File: config.mk
export PLATFORM = sky130hd
export DESIGN_NAME = pis_ctrl
export DESIGN_NICKNAME = d
export VERILOG_FILES = /design/src/hw/rtl/pis_pkg.sv /design/src/hw/rtl/pis_ctrl.sv
export SDC_FILE = /design/constraint.sdc
export NUM_CORES = 1
export LEC_CHECK = 0
export BUFFER_PORTS_ARGS = -buffer_cell sky130_fd_sc_hd__buf_2
export CORE_MARGIN = 5
export CORE_UTILIZATION = 42
export DETAILED_ROUTE_END_ITERATION = 12
export HOLD_SLACK_MARGIN = 0.08
export MAX_ROUTING_LAYER = met4
export PLACE_DENSITY = 0.83
export SYNTH_ARGS = -nofsm -noshare
export SYNTH_HDL_FRONTEND = slang
export SYNTH_SLANG_ARGS = --single-unit
File: constraint.sdc
create_clock -name clk -period 2.27 [get_ports clk]
set_input_delay 0.227 -clock clk [delete_from_list [all_inputs] [get_ports clk]]
set_output_delay 0.227 -clock clk [all_outputs]
set_load 0.05 [all_outputs]
File: src/hw/rtl/pis_pkg.sv
// Package for the permutation inverse block: sizes, opcodes and control structs.
// No dependencies.
package pis_pkg;
  localparam int unsigned MaxElements = 1024;
  localparam int unsigned CfgWidth = 11;

  typedef enum logic [1:0] {
    OP_WRITE = 2'd0,
    OP_BUILD = 2'd1,
    OP_INVERSE = 2'd2,
    OP_FORWARD = 2'd3
  } opcode_t;

  typedef enum logic [1:0] {
    KIND_BUILD = 2'd0,
    KIND_INVERSE = 2'd1,
    KIND_FORWARD = 2'd2
  } kind_t;

  localparam logic CFG_LENGTH = 1'b0;
  localparam logic CFG_SPACING = 1'b1;

  // Commands from the controller to the datapath.
  typedef struct packed {
    logic load;        // capture the accepted item
    logic rd_perm;     // read perm at cur
    logic rd_short;    // read shortcut store at cur
    logic rd_vis;      // read visited flag at scan
    logic wr_perm;     // write element
    logic clr;         // clear one flag entry at scan
    logic scan_inc;    // advance scan index
    logic scan_clr;    // return scan index to zero
    logic bstart;      // start a build walk at scan
    logic bstep;       // take one build step
    logic bclose;      // close build walk
    logic qstart;      // start inverse walk at key
    logic qstep;       // take one inverse step
  } cmd_t;

  // Status from the datapath to the controller.
  typedef struct packed {
    logic clr_done;    // scan index at the last table entry
    logic scan_done;   // scan index at or past the last active index
    logic scan_vis;    // visited flag at scan
    logic hit;         // perm at cur equals target
    logic bad;         // out of range or over bound
  } stat_t;
endpackage

File: src/hw/rtl/pis_ctrl.sv
// Controller state machine sequencing writes, builds and queries.
// Depends on pis_pkg.
module pis_ctrl (
  input  logic clk,
  input  logic rst,
  input  logic in_valid,
  output logic in_ready,
  input  logic [1:0] in_op,
  input  logic pos_ok,
  output logic out_valid,
  input  logic out_ready,
  output pis_pkg::cmd_t cmd,
  input  pis_pkg::stat_t stat,
  input  logic [1:0] op_q,
  input  logic bad_any,
  input  logic [9:0] rd_value,
  input  logic [9:0] fwd_value,
  output logic [1:0] res_kind,
  output logic [9:0] res_value,
  output logic res_flag
);
  import pis_pkg::*;
  typedef enum logic [9:0] {
    S_IDLE = 10'b0000000001, S_WRITE = 10'b0000000010, S_CLR = 10'b0000000100,
    S_SREAD = 10'b0000001000, S_SCAN = 10'b0000010000, S_BREAD = 10'b0000100000,
    S_BSTEP = 10'b0001000000, S_QREAD = 10'b0010000000, S_QSTEP = 10'b0100000000,
    S_OUT = 10'b1000000000
  } state_t;
  state_t state, state_next;
  logic posok_q;

  assign in_ready = state == S_IDLE;
  assign out_valid = state == S_OUT;

  always_comb begin
    cmd = '0;
    state_next = state;
    case (state)
      S_IDLE: if (in_valid) begin
        cmd.load = 1'b1;
        case (opcode_t'(in_op))
          OP_WRITE: state_next = S_WRITE;
          OP_BUILD: state_next = S_CLR;
          OP_INVERSE: begin cmd.qstart = 1'b1; state_next = S_QREAD; end
          default: state_next = S_QREAD;
        endcase
      end
      S_WRITE: begin cmd.wr_perm = 1'b1; state_next = S_IDLE; end
      S_CLR: begin
        cmd.clr = 1'b1;
        if (stat.clr_done) begin
          cmd.scan_clr = 1'b1; state_next = S_SREAD;
        end else cmd.scan_inc = 1'b1;
      end
      S_SREAD: begin cmd.rd_vis = 1'b1; state_next = S_SCAN; end
      S_SCAN: begin
        if (stat.scan_vis) begin
          if (stat.scan_done) state_next = S_OUT;
          else begin cmd.scan_inc = 1'b1; state_next = S_SREAD; end
        end else begin
          cmd.bstart = 1'b1; state_next = S_BREAD;
        end
      end
      S_BREAD: begin cmd.rd_perm = 1'b1; state_next = S_BSTEP; end
      S_BSTEP: begin
        if (stat.hit) begin
          cmd.bclose = 1'b1;
          state_next = stat.scan_done ? S_OUT : S_SREAD;
          cmd.scan_inc = !stat.scan_done;
        end else begin
          cmd.bstep = 1'b1;
          if (stat.bad) begin
            state_next = stat.scan_done ? S_OUT : S_SREAD;
            cmd.scan_inc = !stat.scan_done;
          end else state_next = S_BREAD;
        end
      end
      S_QREAD: begin
        if (!posok_q || op_q == OP_FORWARD) begin
          cmd.rd_perm = 1'b1; state_next = S_OUT;
          if (op_q == OP_INVERSE && !posok_q) state_next = S_OUT;
        end else begin
          cmd.rd_perm = 1'b1; cmd.rd_short = 1'b1; state_next = S_QSTEP;
        end
      end
      S_QSTEP: begin
        if (stat.hit) state_next = S_OUT;
        else begin
          cmd.qstep = 1'b1;
          state_next = stat.bad ? S_OUT : S_QREAD;
        end
      end
      S_OUT: if (out_ready) state_next = S_IDLE;
      default: state_next = S_IDLE;
    endcase
  end

  always_ff @(posedge clk) begin
    if (rst) begin
      state <= S_IDLE; posok_q <= 1'b0;
    end else begin
      state <= state_next;
      if (cmd.load) posok_q <= pos_ok;
    end
  end

  always_comb begin
    res_kind = KIND_BUILD; res_value = '0; res_flag = 1'b0;
    case (opcode_t'(op_q))
      OP_BUILD: res_flag = bad_any;
      OP_FORWARD: begin
        res_kind = KIND_FORWARD;
        res_flag = !posok_q;
        res_value = posok_q ? fwd_value : '0;
      end
      OP_INVERSE: begin
        res_kind = KIND_INVERSE;
        res_flag = !posok_q || bad_any;
        res_value = res_flag ? '0 : rd_value;
      end
      default: res_kind = KIND_BUILD;
    endcase
  end
endmodule

==> metrics.md <==
| Metric | Value |
|---|---|
| Leakage | 0.739 nW |
| Tcrit/Tclk final | 1.06 |
| P_int | 0.493 mW |
| Fill cells | 157 |
| Final hold vios | 0 |
| RSZ-0062 raised after global routing | true |
| Synth Instances | 125 |
| Post-route antenna net violation count | 0 |
| PortBufs | 62 |
| Multi-input logic area | 769 µm² |
| Area growth syn-to-layout | 63.7% |
| Hold_buf cts | 0 |
| Sequential cell area | 221 µm² |
| Nets | 238 |
| Total cell area at the placement stage | 1430 µm² |
| Final design utilization | 0.718 |
| Synth top area share | 0.229 |
| Clock Latency Late Sink | 0.30 ns |
| Vias in the first global route | 1,303 |
| CTS tree | built |
| Synthesized area | 961 µm² |
| Synth area leaders | dfxtp_1 23%, a22o_1 9.1%, nor2_1 4.3%, nor3_1 4.2%, o21ai_0 3.6% |
| Critical path data required time | 2.04 ns |
| Final instance area | 1570 µm² |
| Clock power frac | 0.160 |
| Tot Pwr | 0.953 mW |
| # rows | 17 |
| Hold crit path type | in2reg |
| I/O Pins | 63 |
| Die H | 57.8 µm |
| Layout cell share with drive strength beyond 1 | 0.535 |
| Gp weighted congestion | 0.895 |
| Failing checks | setup timing |
| Starting DRT DRC Count | 90 |
| Part of the Yosys area used for sequential elements | 0.229 |
| Most frequent cells in the layout | 55 x buf_2, 19 x buf_4, 10 x nor2_1, 10 x a22o_1, 10 x dfxtp_1 |
| Maximum fanout along the worst path | 5 |
| Reg2reg path depth | 6 |
| Multiplexer share of the synthesized area | 0 |
| Yosys warns | 0 |
| Largest family of logic cells by synthesized area | simple AND/OR/NAND/NOR gates |
| Clock Skews | 0.0116 ns |
| Final Critical Period | 2.42 ns |
| Most common cell after layout, fill and taps aside | buf_2 |
| First-pass GRT wire length | 5770 µm |
| Largest net degree at the start of global routing | 12 |
| IR drop worst, VDD | 572 µV |
| Status | finished, violations left |
| Post-Synth Simple-Gate Area | 0.431 |
| Worst R2R Start | state[2] |
| Placed insts | 221 |
| Critical path class | reg2out |
| Hold endpoint | state[1] |
| Setup Viol. Count Final | 3 |
| Die Area | 3340 µm² |
| CTS H-tree lvls | 1 |
| Slew Limit Fails | 0 |
| Worst-Margin Slew | 0.403 ns |
| Hold Crit Depth | 2 |
| GRT Util Overall | 0.225 |
| Root buf cell | clkbuf_4 |
| PwrDens | 606 nW/µm² |
| Met1 Use GR | 0.262 |
| Switching power of the nets | 0.460 mW |
| Place WS | 0.0706 ns |
| Synth area leader | dfxtp_1 |
| Netlist cell types | 39 |
| Met2 usage | 0.363 |
| Drt first pass iters | 4 |
| Reg power frac | 0.254 |
| Worst Hold Launch | in_op[1] |
| Syn nets | 160 |
| Switching Share | 0.483 |
| Worst setup SP type | flip-flop |
| Worst setup EP type | output port |
| Die width | 57.8 µm |
| Mapped Avg Cell Area | 7.69 µm² |
| Worst EP arrival | 2.19 ns |
| Clk buf depth | 2 |
| Vias per std cell | 5.84 |
| Comb power frac | 0.586 |
| Core area | 2190 µm² |
| DRC | 0 |
| Busiest grt layer | met2 |
| Setup TNS | -0.259 ns |
| Complex-gate fraction of the synthesized area | 0.257 |
| Fin Hold WS | 0.148 ns |
| Initial Utilization | 0.439 |
| Synth Area in XOR/XNOR | 0.0273 |
| Max Freq | 414 MHz |
| Diodes inserted | 0 |
| Global route total overflow | 0 |
| Final Non-Filler Cells | 230 |
| Max_slew headroom | 0.729 |
| R2R Setup Slk | 0.08 ns |
| Post-synthesis adder-cell area fraction | 0 |
| Fin worst setup slack | -0.146 ns |
| Max Cap Violations | 0 |
| Worst R2R End | state[1] |
| Synth Register Bits | 11 |
| GR Util met3 | 0.0646 |
| TritonCTS Buffers | 3 |
| Via count | 1,343 |
| Clock tree sinks | 11 |
| Initial antenna violation count | 0 |
| WL final | 3860 µm |
| HPWL after detailed placement | 2810 µm |
| WL per Instance | 16.8 µm |
| Clock transition at path regs | 0.09 ns |
## flip-flops by register name (all words and copies together) (netlist names)
register  flops
state        10
posok_q       1
## worst max-delay path, stage by stage, from the launching register on
cell and delay, ns:
dfxtp_2 0.33, or4_4 0.53, or3_4 0.38, a2111oi_4 0.23, nand2b_1 0.13, nand2_1 0.11
buf_6 0.17
## layer usage
metal  routed length [µm]  vias up  share of wire
met2                 1940       77           0.50
met4                   85        0          0.022
li1                     -      631              -
met3                  326       11          0.084
met1                 1520      624           0.39
met5                    0        -              0
## timing repair
action | CTS | global route
setup buffers | 2 | 3
pin swaps | 3 | 4
resized for setup | 14 | 10
hold endpoints to repair | 0 | 0
endpoints found under the setup margin | 6 | 9
## cell type report
type / instances / area share
sequential: 11 / 0.141
clock buffer: 3 / 0.0143
clock inverter: 1 / 0.00318
inverter: 5 / 0.0143
timing repair buffer: 81 / 0.316
tap: 28 / 0.0223
multi-input combinational: 101 / 0.489
## how the worst max path moves through the flow
stage,from,endpoint,depth (start not counted)
after floorplan,state[4],cmd[8],4
after detailed placement,state[2],cmd[6],6
after global placement,state[2],cmd[6],6
after CTS,state[2],cmd[6],6
final,state[2],cmd[6],6
after global routing,state[2],cmd[6],6
## power groups by stage
| stage | combinational [mW] | sequential (mW) | clock, mW |
|---|---|---|---|
| 5_1_grt | 0.588 | 0.245 | 0.165 |
| 3_3_place_gp | 0.483 | 0.240 | 0 |
| 2_1_floorplan | 0.358 | 0.225 | 0 |
| 6_report | 0.559 | 0.242 | 0.152 |
| 3_5_place_dp | 0.497 | 0.241 | 0 |
| 4_1_cts | 0.524 | 0.237 | 0.148 |
## cell families (layout without fill, tap and decap cells)
logic type | Yosys count | in the layout
compound gates | 32 | 32
xor+xnor | 3 | 3
buf+inv | 13 | 90
flops | 11 | 11
simple gates | 66 | 66
## cell usage after synthesis (all sizes together)
| cell | number |
|---|---|
| a2111oi | 1 |
| a211oi | 1 |
| a21boi | 1 |
| a21o | 1 |
| a21oi | 5 |
| a22o | 10 |
| a22oi | 2 |
| a31oi | 1 |
| and2 | 3 |
| and3 | 2 |
| and4 | 1 |
| and4b | 2 |
| buf | 4 |
| clkbuf | 4 |
| dfxtp | 11 |
| inv | 5 |
| nand2 | 8 |
| nand2b | 3 |
| nand3 | 3 |
| nand3b | 3 |
| nand4b | 1 |
| nor2 | 11 |
| nor2b | 2 |
| nor3 | 9 |
| nor3b | 1 |
| nor4 | 4 |
| nor4b | 4 |
| o2111ai | 1 |
| o211ai | 1 |
| o21ai | 7 |
| o22ai | 1 |
| or3 | 2 |
| or3b | 1 |
| or4 | 4 |
| or4b | 2 |
| xor2 | 3 |
Power figures use the tool's default switching activity.
